===== src/gprc_pkg.sv =====
// Package for the grid pair rectangle counter: sizes, request and result
// types, command codes and small helper functions. No dependencies.
`timescale 1ns / 1ps
`default_nettype none

package gprc_pkg;

    // Grid capacity.
    localparam int MAX_ROWS  = 512;
    localparam int MAX_COLS  = 512;

    // Fixed field widths.
    localparam int FIELD_W   = 10;
    localparam int COUNT_W   = 20;
    localparam int EDGE_W    = 10;

    // Derived widths.
    localparam int ROW_W     = $clog2(MAX_ROWS + 2);
    localparam int COL_W     = $clog2(MAX_COLS + 2);
    localparam int CELLS     = MAX_ROWS * MAX_COLS;
    localparam int ADDR_W    = $clog2(CELLS);
    localparam int COL_IDX_W = $clog2(MAX_COLS);
    localparam int CMP_W     = 14;

    // Configuration port.
    localparam int PADDR_W   = 3;
    localparam int PDATA_W   = 32;

    // Command queue.
    localparam int QDEPTH    = 2;
    localparam int QPTR_W    = $clog2(QDEPTH);
    localparam int QCNT_W    = $clog2(QDEPTH + 1);

    // Register indexes, taken from paddr[2].
    typedef enum logic {
        REG_GRID_ROWS = 1'b0,
        REG_GRID_COLS = 1'b1
    } reg_idx_t;

    // Request actions.
    localparam logic ACT_LOAD  = 1'b0;
    localparam logic ACT_QUERY = 1'b1;

    typedef struct packed {
        logic               action;
        logic               cell_open;
        logic [FIELD_W-1:0] top_row;
        logic [FIELD_W-1:0] left_col;
        logic [FIELD_W-1:0] bottom_row;
        logic [FIELD_W-1:0] right_col;
    } req_t;

    typedef struct packed {
        logic [COUNT_W-1:0] pair_count;
        logic               bad_query;
    } rsp_t;

    typedef enum logic [1:0] {
        CMD_LOAD,
        CMD_QUERY,
        CMD_BAD
    } cmd_kind_t;

    // One classified command between the front and back ends.
    typedef struct packed {
        cmd_kind_t        kind;
        logic [ROW_W-1:0] r1;
        logic [COL_W-1:0] c1;
        logic [ROW_W-1:0] r2;
        logic [COL_W-1:0] c2;
        logic             up;
        logic             left;
    } cmd_t;

    // A dimension register of zero acts as one; large values saturate.
    function automatic logic [CMP_W-1:0] clamp_dim(input logic [FIELD_W-1:0] v,
                                                   input logic [CMP_W-1:0] maxv);
        logic [CMP_W-1:0] ext;
        ext = CMP_W'(v);
        if (ext == '0)
            return CMP_W'(1);
        else if (ext > maxv)
            return maxv;
        else
            return ext;
    endfunction

    // Flat address of a 1-based cell.
    function automatic logic [ADDR_W-1:0] cell_addr(input logic [CMP_W-1:0] r,
                                                    input logic [CMP_W-1:0] c);
        logic [31:0] full;
        full = (32'(r) - 32'd1) * 32'(MAX_COLS) + (32'(c) - 32'd1);
        return full[ADDR_W-1:0];
    endfunction

endpackage

`default_nettype wire


===== src/gprc_queue.sv =====
// Short command queue between the front and back ends.
// Depends on gprc_pkg.
`timescale 1ns / 1ps
`default_nettype none

module gprc_queue (
    input  wire logic           clk,
    input  wire logic           rst_n,
    input  wire logic           push_valid,
    input  wire gprc_pkg::cmd_t push_cmd,
    output logic                full,
    input  wire logic           pop,
    output logic                empty,
    output gprc_pkg::cmd_t      head
);
    import gprc_pkg::*;

    cmd_t              entry_reg [QDEPTH];
    logic [QPTR_W-1:0] wr_ptr_reg, rd_ptr_reg;
    logic [QCNT_W-1:0] count_reg;
    logic              do_push, do_pop;

    assign full    = count_reg == QCNT_W'(QDEPTH);
    assign empty   = count_reg == '0;
    assign head    = entry_reg[rd_ptr_reg];
    assign do_push = push_valid && !full;
    assign do_pop  = pop && !empty;

    // Entry storage.
    always_ff @(posedge clk)
    begin
        if (do_push)
            entry_reg[wr_ptr_reg] <= push_cmd;
    end

    // Pointers and fill count.
    always_ff @(posedge clk or negedge rst_n)
    begin
        if (!rst_n)
        begin
            wr_ptr_reg <= '0;
            rd_ptr_reg <= '0;
            count_reg  <= '0;
        end
        else
        begin
            if (do_push)
                wr_ptr_reg <= wr_ptr_reg + QPTR_W'(1);
            if (do_pop)
                rd_ptr_reg <= rd_ptr_reg + QPTR_W'(1);
            if (do_push && !do_pop)
                count_reg <= count_reg + QCNT_W'(1);
            else if (do_pop && !do_push)
                count_reg <= count_reg - QCNT_W'(1);
        end
    end

endmodule

`default_nettype wire


===== config.mk =====
export PLATFORM = sky130hd
export DESIGN_NAME = gprc_queue
export DESIGN_NICKNAME = d
export VERILOG_FILES = /design/src/gprc_pkg.sv /design/src/gprc_queue.sv
export SDC_FILE = /design/constraint.sdc
export NUM_CORES = 1
export LEC_CHECK = 0
export BUFFER_PORTS_ARGS = -buffer_cell sky130_fd_sc_hd__buf_4
export CAP_MARGIN = 20
export CORE_ASPECT_RATIO = 0.9
export CORE_MARGIN = 10
export CORE_UTILIZATION = 45
export CTS_BUF_LIST = sky130_fd_sc_hd__clkbuf_4 sky130_fd_sc_hd__clkbuf_8
export DETAILED_ROUTE_END_ITERATION = 16
export PLACE_DENSITY = 0.67
export SLEW_MARGIN = 25
export SYNTH_ARGS = -nofsm -noshare
export SYNTH_HDL_FRONTEND = slang
export SYNTH_SLANG_ARGS = --single-unit
export TNS_END_PERCENT = 20

===== constraint.sdc =====
create_clock -name clk -period 4.27 [get_ports clk]
set_input_delay 0.854 -clock clk [delete_from_list [all_inputs] [get_ports clk]]
set_output_delay 0.854 -clock clk [all_outputs]
set_load 0.02 [all_outputs]

==> impl.org <==
** Synth
- Top cell type by total area after synthesis :: edfxtp_1
- Sequential cells were found to cover 76.8% of the synthesized design area.
- Asr flop ratio synth :: 4.35%
- By area the synthesized netlist is led by edfxtp_1 74%, mux2_4 16%, dfrtp_1 2.8%, buf_12 2.2%, mux2_2 1.6%.
- Post-synthesis instance total :: 156
- Top post-synthesis cells by count :: 88 x edfxtp_1, 39 x mux2_4, 5 x mux2_2
- After synthesis the netlist holds a flip-flop and latch count of 92.
- Mean cell area of the mapped netlist :: 22.9 sq um
- The Yosys step of the flow raised 0 warnings.
- The most common cell in the synthesized netlist is edfxtp_1.
- Post-synthesis net count :: 205
- Summing every instance area after synthesis gives 3570 sq um.
- After synthesis, the netlist uses 15 different library cells.
- Yosys mapped a number of flops with a built-in enable equal to 88.
- After synthesis, the largest area contributor takes up 74.0% of total cell area.
- Top_reg_cell synth :: edfxtp_1

** Finish
- The net count of the finished layout is 307.
- Fill cells in the final layout number 592.
- Layout cell share with drive strength beyond 1 :: 60.5%
- 0 antenna diodes ended up in the layout.
- Growth of design area from synthesis to finish :: 27.6%
- The register with the most flip-flops in the layout has 88 of them.

** Floorplan
- Count of standard-cell rows :: 30
- The die covers 11,900 sq um.
- The die is 105 microns tall.
- From left edge to right edge, the die measures 114 microns.
- For this configuration, the core starts out at a cell density of 46.9%.
- # IOs :: 94
- Core Footprint :: 7620 sq um

** STA
- Time the final worst path needs with I/O delays and setup :: 2.81 ns
- Fmax :: 356 MHz
- The final number of hold-violating endpoints was 0.
- Setup total negative slack on the finished layout was measured at 0 ns.
- Count of final setup violators :: 0
- RSZ-0062 raised after global routing :: no
- The number of pins with negative max-slew slack in the final report is 0.
- After layout, the worst path uses 65.7% of the clock period.
- Headroom to the max-slew limit came out at 55.6%.
- Worst-case clock skew :: 0.00852 ns
- At the pin with the least slew margin, the transition time is 0.664 ns.

** Route
- Count of vias placed by the detailed router :: 1,721
- Vias per inst :: 4.79
- The detailed router finished its first iteration with 65 violations.
- DRC violation count after routing :: 0
- Summed over all layers, the routed wires come to 6.52 mm.
- First drt pass iteration count :: 4
- The count of nets left with antenna violations once routing finished came out at 0.
- Average wire length per cell after detail routing :: 18.2 microns

** Critical path
- By startpoint and endpoint, the worst setup path is classified as register to output pin.
- WP data arrival :: 1.95 ns
- Along the worst path, the maximum fanout reaches 20.
- The critical path contains buffers and inverters numbering 2 combined.
- Reg-to-reg startpoint :: count_reg[0]$_DFFE_PN0P_
- In this design, the critical path's most frequently occurring cell is buf_4.
- Kind of cell adding the most delay to the critical path :: flip-flops
- STA puts the critical path data required time at 3.42 ns.
- Critical path's slowest cell :: dfrtp_2
- FF-to-FF path depth :: 4
- Largest stage delay on the critical path :: 0.66 ns
- Internal reg-to-reg setup slack :: 2.22 ns
- Ordered list of cells on the worst path :: buf_4 -> mux2_4 -> buf_4
- The worst setup path is launched from a register.
- Nature of the critical path endpoint :: output pin
- Worst R2R End :: entry_reg[0][9]$_DFFE_PP_

** CTS
- In this run the deepest clock path goes through 2 buffers.
- Clk Latency, worst-skew pair :: 0.34 ns
- TritonCTS built the clock tree.
- Buffers inserted during clock tree synthesis total 9.
- The clock net in this run drives a total of 92 sinks.
- Number of cells upsized or downsized after cts :: 0
- Number of setup buffers added after CTS :: 0
- Clock-pin slew was measured on the worst setup and hold paths at 0.09 ns.
- Cts hold-fix bufs :: 0
- The tree is rooted in a clkbuf_8.
- Number of levels the H-tree was split into :: 3

** Global route
- Global routing used 10.8% of the available tracks across all layers.
- The first global-routing pass estimated 9.96 mm of wire.
- The via count of the first global-routing pass was 1,870.
- For this run the aggregate overflow at the end of global routing stands at 0.
- Number of antenna violations at the first check in global routing :: 0
- Entering global routing, the biggest net connects 45 pins.

** Placed design
- Sum of net half-perimeters after detailed placement :: 4.76 mm
- Input and output buffers added on the ports amount to 93.
- Final Wtd Congestion :: 0.687

** Run
- Max-cap violations in this run came to 0.

** Power and ir drop
- The analysis attributes to cell leakage a power of 0.00183 uW.
- Worst voltage drop across the vdd grid :: 0.466 mV
- Total power per unit cell area :: 702 nW/um^2
- After layout, the design draws a total of 3200 uW.

** Status
- The run finished with clean final reports.

** Min path
- Min-delay worst type :: input pin to asynchronous set/reset pin
per-layer routing:
layer | vias to the layer above | part of all wire (%) | global-route usage, %
met5 | - | 0 | 0
li1 | 808 | - | -
met4 | 0 | 1.4 | 4.56
met1 | 843 | 42 | 12.7
met3 | 9 | 8.3 | 4.61
met2 | 61 | 48 | 16.9
kinds of logic after synthesis:
logic type	after synthesis	share of synthesized area [%]
adders and majority gates	1	0.350
muxes	44	18.0
xor gates and xnor gates	5	1.23
AOI/OAI and AO/OA	1	0.140
buffers and inverters	7	2.77
DFF	92	76.8
and+or+nand+nor	6	0.771
worst max-delay path by stage:
stage	start	depth (start not counted)	slack (ns)	endpoint
2_1_floorplan	push_valid	2	1.03	entry_reg[0][0]$_DFFE_PP_
3_3_place_gp	rd_ptr_reg$_DFFE_PN0P_	3	1.81	head[36]
3_5_place_dp	rd_ptr_reg$_DFFE_PN0P_	3	1.80	head[36]
4_1_cts	rd_ptr_reg$_DFFE_PN0P_	3	1.44	head[36]
5_1_grt	rd_ptr_reg$_DFFE_PN0P_	3	1.36	head[32]
6_report	rd_ptr_reg$_DFFE_PN0P_	3	1.46	head[36]
layout by cell type (no fill, tap or decap):
| cell | instances |
|---|---|
| and3_4 | 1 |
| buf_4 | 96 |
| bufinv_16 | 2 |
| clkbuf_8 | 9 |
| clkinv_2 | 1 |
| clkinv_4 | 2 |
| clkinvlp_4 | 1 |
| dfrtp_1 | 3 |
| dfrtp_2 | 1 |
| edfxtp_1 | 88 |
| ha_1 | 1 |
| inv_1 | 2 |
| inv_6 | 1 |
| mux2_2 | 5 |
| mux2_4 | 39 |
| nand2_1 | 1 |
| nand2b_1 | 1 |
| nor2_1 | 2 |
| nor2_4 | 1 |
| o21ai_1 | 1 |
| xnor2_1 | 3 |
| xor2_1 | 2 |
power breakdown:
| group | total [uW] | internal, uW | leakage [uW] | switching, uW |
|---|---|---|---|---|
| Clock | 627 | 333 | 0.000110 | 294 |
| Sequential | 1330 | 1240 | 0.000863 | 97.0 |
| Combinational | 1240 | 615 | 0.000858 | 624 |
area by class of cell:
class                           instances  area (sq um)  share of cell area (%)
Sequential cell                        92          2740                    60.2
Multi-Input combinational cell         57           743                    16.3
Timing Repair Buffer                   96           721                    15.8
Clock buffer                            9           124                    2.72
Tap cell                               96           120                    2.64
Clock inverter                          7          98.8                    2.17
Inverter                                2          7.51                   0.165
stage by stage:
step	std cells	cell area (sq um)	hold WS, ns	util [%]	setup WS [ns]
floorplan	156	3570	0.461	-	1.03
global placement	343	4330	0.515	56.8	1.81
detailed placement	343	4330	0.521	56.8	1.80
CTS	359	4550	0.269	59.8	1.44
global route	359	4560	0.269	59.8	1.36
finish	359	4560	0.289	59.8	1.46
worst register-to-register path, delay by kind of cell (launching register included):
kind / cells / cell delay (ns)
DFF: 1 / 0.43
and+or+nand+nor: 3 / 0.85
buffers and inverters: 1 / 0.44
(Power assumes the default switching activity.)
