[src/gprc_pkg.sv]
// Package for the grid pair rectangle counter: sizes, request and result
// types, command codes and small helper functions. No dependencies.
`timescale 1ns / 1ps
`default_nettype none

package gprc_pkg;

    // Grid capacity.
    localparam int MAX_ROWS  = 512;
    localparam int MAX_COLS  = 512;

    // Fixed field widths.
    localparam int FIELD_W   = 10;
    localparam int COUNT_W   = 20;
    localparam int EDGE_W    = 10;

    // Derived widths.
    localparam int ROW_W     = $clog2(MAX_ROWS + 2);
    localparam int COL_W     = $clog2(MAX_COLS + 2);
    localparam int CELLS     = MAX_ROWS * MAX_COLS;
    localparam int ADDR_W    = $clog2(CELLS);
    localparam int COL_IDX_W = $clog2(MAX_COLS);
    localparam int CMP_W     = 14;

    // Configuration port.
    localparam int PADDR_W   = 3;
    localparam int PDATA_W   = 32;

    // Command queue.
    localparam int QDEPTH    = 2;
    localparam int QPTR_W    = $clog2(QDEPTH);
    localparam int QCNT_W    = $clog2(QDEPTH + 1);

    // Register indexes, taken from paddr[2].
    typedef enum logic {
        REG_GRID_ROWS = 1'b0,
        REG_GRID_COLS = 1'b1
    } reg_idx_t;

    // Request actions.
    localparam logic ACT_LOAD  = 1'b0;
    localparam logic ACT_QUERY = 1'b1;

    typedef struct packed {
        logic               action;
        logic               cell_open;
        logic [FIELD_W-1:0] top_row;
        logic [FIELD_W-1:0] left_col;
        logic [FIELD_W-1:0] bottom_row;
        logic [FIELD_W-1:0] right_col;
    } req_t;

    typedef struct packed {
        logic [COUNT_W-1:0] pair_count;
        logic               bad_query;
    } rsp_t;

    typedef enum logic [1:0] {
        CMD_LOAD,
        CMD_QUERY,
        CMD_BAD
    } cmd_kind_t;

    // One classified command between the front and back ends.
    typedef struct packed {
        cmd_kind_t        kind;
        logic [ROW_W-1:0] r1;
        logic [COL_W-1:0] c1;
        logic [ROW_W-1:0] r2;
        logic [COL_W-1:0] c2;
        logic             up;
        logic             left;
    } cmd_t;

    // A dimension register of zero acts as one; large values saturate.
    function automatic logic [CMP_W-1:0] clamp_dim(input logic [FIELD_W-1:0] v,
                                                   input logic [CMP_W-1:0] maxv);
        logic [CMP_W-1:0] ext;
        ext = CMP_W'(v);
        if (ext == '0)
            return CMP_W'(1);
        else if (ext > maxv)
            return maxv;
        else
            return ext;
    endfunction

    // Flat address of a 1-based cell.
    function automatic logic [ADDR_W-1:0] cell_addr(input logic [CMP_W-1:0] r,
                                                    input logic [CMP_W-1:0] c);
        logic [31:0] full;
        full = (32'(r) - 32'd1) * 32'(MAX_COLS) + (32'(c) - 32'd1);
        return full[ADDR_W-1:0];
    endfunction

endpackage

`default_nettype wire

[src/gprc_front.sv]
// Front end: accepts requests, tracks the load position and the row above,
// and classifies each request into a command. Depends on gprc_pkg.
`timescale 1ns / 1ps
`default_nettype none

module gprc_front (
    input  wire logic                      clk,
    input  wire logic                      rst_n,
    input  wire logic                      req_valid,
    output logic                           req_ready,
    input  wire gprc_pkg::req_t            req_data,
    input  wire logic [gprc_pkg::CMP_W-1:0] grid_rows,
    input  wire logic [gprc_pkg::CMP_W-1:0] grid_cols,
    input  wire logic                      q_full,
    output logic                           push_valid,
    output gprc_pkg::cmd_t                 push_cmd
);
    import gprc_pkg::*;

    logic [ROW_W-1:0]     load_row_reg, load_row_next;
    logic [COL_W-1:0]     load_col_reg, load_col_next;
    logic [COL_W-1:0]     fill_reg, fill_next;
    logic                 left_open_reg, left_open_next;
    logic                 prior_rd_reg;
    logic                 prior_mem [MAX_COLS];
    logic                 accept, do_load, is_query, wrap, prior_ok, bad;
    logic [CMP_W-1:0]     row_ext, col_ext, r1, c1, r2, c2;
    logic [COL_IDX_W-1:0] widx, ridx;

    assign req_ready = !q_full;
    assign accept    = req_valid && !q_full;

    // Classify the request and advance the load position.
    always_comb
    begin
        row_ext  = CMP_W'(load_row_reg);
        col_ext  = CMP_W'(load_col_reg);
        do_load  = accept && (req_data.action == ACT_LOAD) && (row_ext <= grid_rows);
        is_query = accept && (req_data.action == ACT_QUERY);
        wrap     = col_ext >= grid_cols;
        prior_ok = col_ext <= CMP_W'(fill_reg);

        load_row_next  = load_row_reg;
        load_col_next  = load_col_reg;
        left_open_next = left_open_reg;
        fill_next      = fill_reg;
        if (do_load)
        begin
            if (wrap)
            begin
                load_col_next  = COL_W'(1);
                load_row_next  = load_row_reg + ROW_W'(1);
                left_open_next = 1'b0;
            end
            else
            begin
                load_col_next  = load_col_reg + COL_W'(1);
                left_open_next = req_data.cell_open;
            end
            if (load_col_reg > fill_reg)
                fill_next = load_col_reg;
        end

        r1  = CMP_W'(req_data.top_row);
        c1  = CMP_W'(req_data.left_col);
        r2  = CMP_W'(req_data.bottom_row);
        c2  = CMP_W'(req_data.right_col);
        bad = (r1 == '0) || (c1 == '0) || (r1 > r2) || (c1 > c2) ||
              (r2 > grid_rows) || (c2 > grid_cols);

        push_valid = do_load || is_query;
        push_cmd.up   = req_data.cell_open && prior_ok && prior_rd_reg;
        push_cmd.left = req_data.cell_open && left_open_reg;
        if (req_data.action == ACT_LOAD)
        begin
            push_cmd.kind = CMD_LOAD;
            push_cmd.r1   = load_row_reg;
            push_cmd.c1   = load_col_reg;
        end
        else
        begin
            push_cmd.kind = bad ? CMD_BAD : CMD_QUERY;
            push_cmd.r1   = ROW_W'(req_data.top_row);
            push_cmd.c1   = COL_W'(req_data.left_col);
        end
        push_cmd.r2 = ROW_W'(req_data.bottom_row);
        push_cmd.c2 = COL_W'(req_data.right_col);

        widx = COL_IDX_W'(load_col_reg - COL_W'(1));
        ridx = COL_IDX_W'(load_col_next - COL_W'(1));
    end

    // Load position state.
    always_ff @(posedge clk or negedge rst_n)
    begin
        if (!rst_n)
        begin
            load_row_reg  <= ROW_W'(1);
            load_col_reg  <= COL_W'(1);
            left_open_reg <= 1'b0;
            fill_reg      <= '0;
        end
        else
        begin
            load_row_reg  <= load_row_next;
            load_col_reg  <= load_col_next;
            left_open_reg <= left_open_next;
            fill_reg      <= fill_next;
        end
    end

    // Row-above memory; the read tracks the next load column and forwards a
    // same-column write. Columns past the fill mark read as blocked.
    always_ff @(posedge clk)
    begin
        if (do_load)
            prior_mem[widx] <= req_data.cell_open;
        if (do_load && (widx == ridx))
            prior_rd_reg <= req_data.cell_open;
        else
            prior_rd_reg <= prior_mem[ridx];
    end

endmodule

`default_nettype wire

[config.mk]
export PLATFORM = sky130hd
export DESIGN_NAME = gprc_front
export DESIGN_NICKNAME = d
export VERILOG_FILES = /design/src/gprc_pkg.sv /design/src/gprc_front.sv
export SDC_FILE = /design/constraint.sdc
export NUM_CORES = 1
export LEC_CHECK = 0
export BUFFER_PORTS_ARGS = -buffer_cell sky130_fd_sc_hd__buf_2
export CAP_MARGIN = 20
export CORE_ASPECT_RATIO = 0.9
export CORE_MARGIN = 2
export CORE_UTILIZATION = 45
export DETAILED_ROUTE_END_ITERATION = 12
export PLACE_DENSITY = 0.72
export SETUP_SLACK_MARGIN = 0.2
export SYNTH_ARGS = -nofsm -noshare
export SYNTH_HDL_FRONTEND = slang
export SYNTH_SLANG_ARGS = --single-unit
[constraint.sdc]
create_clock -name clk -period 3.5 [get_ports clk]
set_input_delay 0 -clock clk [delete_from_list [all_inputs] [get_ports clk]]
set_output_delay 0 -clock clk [all_outputs]
set_load 0.005 [all_outputs]
==> impl_metrics.env <==
export IMPL_cp_required_ps=3500
export IMPL_numCtsBuffers=51
export IMPL_async_reset_ff_share_pct=5.62
export IMPL_cts_tree="built"
export IMPL_cap_violations=0
export IMPL_pin_count=120
export IMPL_area_sequential_um2=16300
export IMPL_regToRegStartpoint="load_row_reg[7]"
export IMPL_rsz0062_at_grt="true"
export IMPL_postRouteAntennaNets=0
export IMPL_viasPerCell=5.92
export IMPL_max_slew_worst_pin_slew_ps=956
export IMPL_drtPass1Iterations=6
export IMPL_hold_viol=0
export IMPL_setup_viol=0
export IMPL_n_antenna_cell=0
export IMPL_portBuffers=119
export IMPL_overflow=0
export IMPL_grt_pass1_wl_mm=103
export IMPL_largest_register_ffs=512
export IMPL_crit_arrival_ps=3480
export IMPL_routed_wl_mm=68.3
export IMPL_dieHeight_um=234
export IMPL_period_minus_slack_ps=3480
export IMPL_synth_cells=2016
export IMPL_yosys_area_top_type="edfxtp_1"
export IMPL_timing_final_crit_share_pct=99.5
export IMPL_cts_root_buf="clkbuf_16"
export IMPL_critPathKind="register to primary output"
export IMPL_min_path_cells=6
export IMPL_start_util_pct=45.4
export IMPL_dieArea_um2=60700
export IMPL_synth_ff_type="edfxtp_1"
export IMPL_post_synth_top_count_cell="nor2_1"
export IMPL_setup_tns_final_ps=0
export IMPL_maxSlewHeadroom_pct=36.1
export IMPL_grt_use_total_pct=22.3
export IMPL_cts_sinks=552
export IMPL_final_nets=2324
export IMPL_ys_warn_count=0
export IMPL_largest_register="prior_mem"
export IMPL_synth_distinct_cells=73
export IMPL_yosysTopAreaCellShare_pct=58.1
export IMPL_ys_top_cells_by_count="nor2_1, edfxtp_1, mux4_2"
export IMPL_fillCellCount=4814
export IMPL_ir_worst_vdd_mv=0.445
export IMPL_die_x_um=260
export IMPL_synth_area_um2=26500
export IMPL_run_status="finished, final reports clean"
export IMPL_synthTopCellsByArea="edfxtp_1, mux4_2, nor2_1"
export IMPL_p_leak_nw=10.4
export IMPL_multi_input_area_um2=9270
export IMPL_hpwlAfterDp_mm=40.5
export IMPL_hold_path_class="primary input to register"
export IMPL_grt_start_max_net_pins=125
export IMPL_worstHoldStart="req_valid"
export IMPL_ff2ff_path_depth=13
export IMPL_worst_hold_slack_ps=42.2
export IMPL_coreArea_um2=58200
export IMPL_crit_fanout=6
export IMPL_r2r_slack_ps=320
export IMPL_num_vias=17700
export IMPL_rows=84
export IMPL_crit_path_start_kind="register"
export IMPL_ys_seq_elements=552
export IMPL_worst_skew_pair_late_latency_ps=600
export IMPL_gp_routability_congestion=0.894
export IMPL_grt_pass1_vias=17600
export IMPL_drive_gt1_share_pct=23.8
export IMPL_critPathCaptureType="primary output"
export IMPL_finClkSkew_ps=19.0
export IMPL_p_per_area_nw_per_um2=585
export IMPL_cts_max_path_buffers=3
export IMPL_cts_max_level=2
export IMPL_drc=0
export IMPL_finalMaxSlewViolations=0
export IMPL_first_iter_violations=2062
export IMPL_areaGrowthSynthToFinish_pct=15.6
export IMPL_synth_nets=2168
export IMPL_synth_edf_count=512
export IMPL_synth_area_per_cell_um2=13.1
export IMPL_clk_pin_slew_worst_paths_ps=60
export IMPL_wl_per_cell_um=22.9
export IMPL_max_freq_mhz=287
export IMPL_antenna_found_initial=0
export IMPL_yosysSeqAreaShare_pct=61.7
## cell usage in the layout (no fill, tap or decap), types with 21 or more instances in the layout
master / n
nor2_1: 551
edfxtp_1: 512
mux4_2: 121
buf_2: 117
buf_4: 109
nand2_1: 78
ha_1: 77
inv_1: 68
clkbuf_16: 53
mux2i_1: 48
o21ai_0: 30
dfrtp_1: 28
a21oi_1: 25
mux2_2: 21
## repair_timing
item                       in CTS  in global routing
cloned                          4                  1
buffers inserted               14                 13
hold buffers                    3                  0
setup endpoints to repair       2                377
hold endpoints to repair      129                  0
resized for setup              35                 50
pin swaps                      10                 17
## worst max path at each step
stage / slack [ps] / end / cells past startpoint / startpoint
after floorplan: 250 / register / 14 / load_col_reg[0]
after global placement: 360 / register / 12 / load_row_reg[7]
after detailed placement: 190 / register / 12 / load_row_reg[6]
after CTS: 30 / push_cmd[1] / 10 / register
after global routing: -60 / push_cmd[1] / 15 / register
final: 20 / push_cmd[1] / 10 / register
## cell families after synthesis
kind of cell	after synthesis	synth area share, %
AOI/OAI and AO/OA	184	4.91
muxes	192	13.1
xor gates and xnor gates	18	0.596
adders and majority gates	78	3.69
and+or+nand+nor	763	12.0
buffers and inverters	229	3.99
DFF	552	61.7
## stage by stage
| stage | util [%] | std cells | setup WS, ps | power, mW | cell area [um^2] |
|---|---|---|---|---|---|
| 6_report | 52.5 | 2988 | 16.7 | 17.9 | 30600 |
| 2_1_floorplan | - | 2016 | 251 | 10.3 | 26500 |
| 3_3_place_gp | 48.3 | 2857 | 355 | 11.7 | 28100 |
| 4_1_cts | 51.9 | 2973 | 34.0 | 17.6 | 30200 |
| 3_5_place_dp | 48.3 | 2857 | 189 | 11.8 | 28100 |
| 5_1_grt | 52.5 | 2988 | -58.5 | 18.5 | 30600 |
## critical path, cell delays in order, from the launching register on
cell      delay (ps)
dfxtp_4          390
buf_12           150
buf_12           160
buf_16           140
mux4_2           510
mux4_2           510
mux2_4           300
o211ai_1         160
nand4_1          110
and4b_2          300
buf_6            130
## report_power, final
group / internal, mW / total, mW / switching, mW
sequential: 7.28 / 7.47 / 0.192
clock: 3.12 / 5.55 / 2.44
combinational: 2.23 / 4.85 / 2.62
total: 12.6 / 17.9 / 5.25
## cell type report
type / count / share of cell area [%]
clock buffers: 65 / 4.45
clock inverters: 30 / 0.908
inverters: 69 / 0.847
multi-input cells: 1235 / 30.3
flip-flops and latches: 552 / 53.5
well taps: 774 / 3.17
repair buffers: 263 / 6.87
## routing by layer
layer	track usage (%)	part of all wire [%]
met3	4.69	9.6
met1	30.1	40
met4	6.05	2.6
met5	0	0
met2	37.0	48
(Power assumes the default switching activity.)
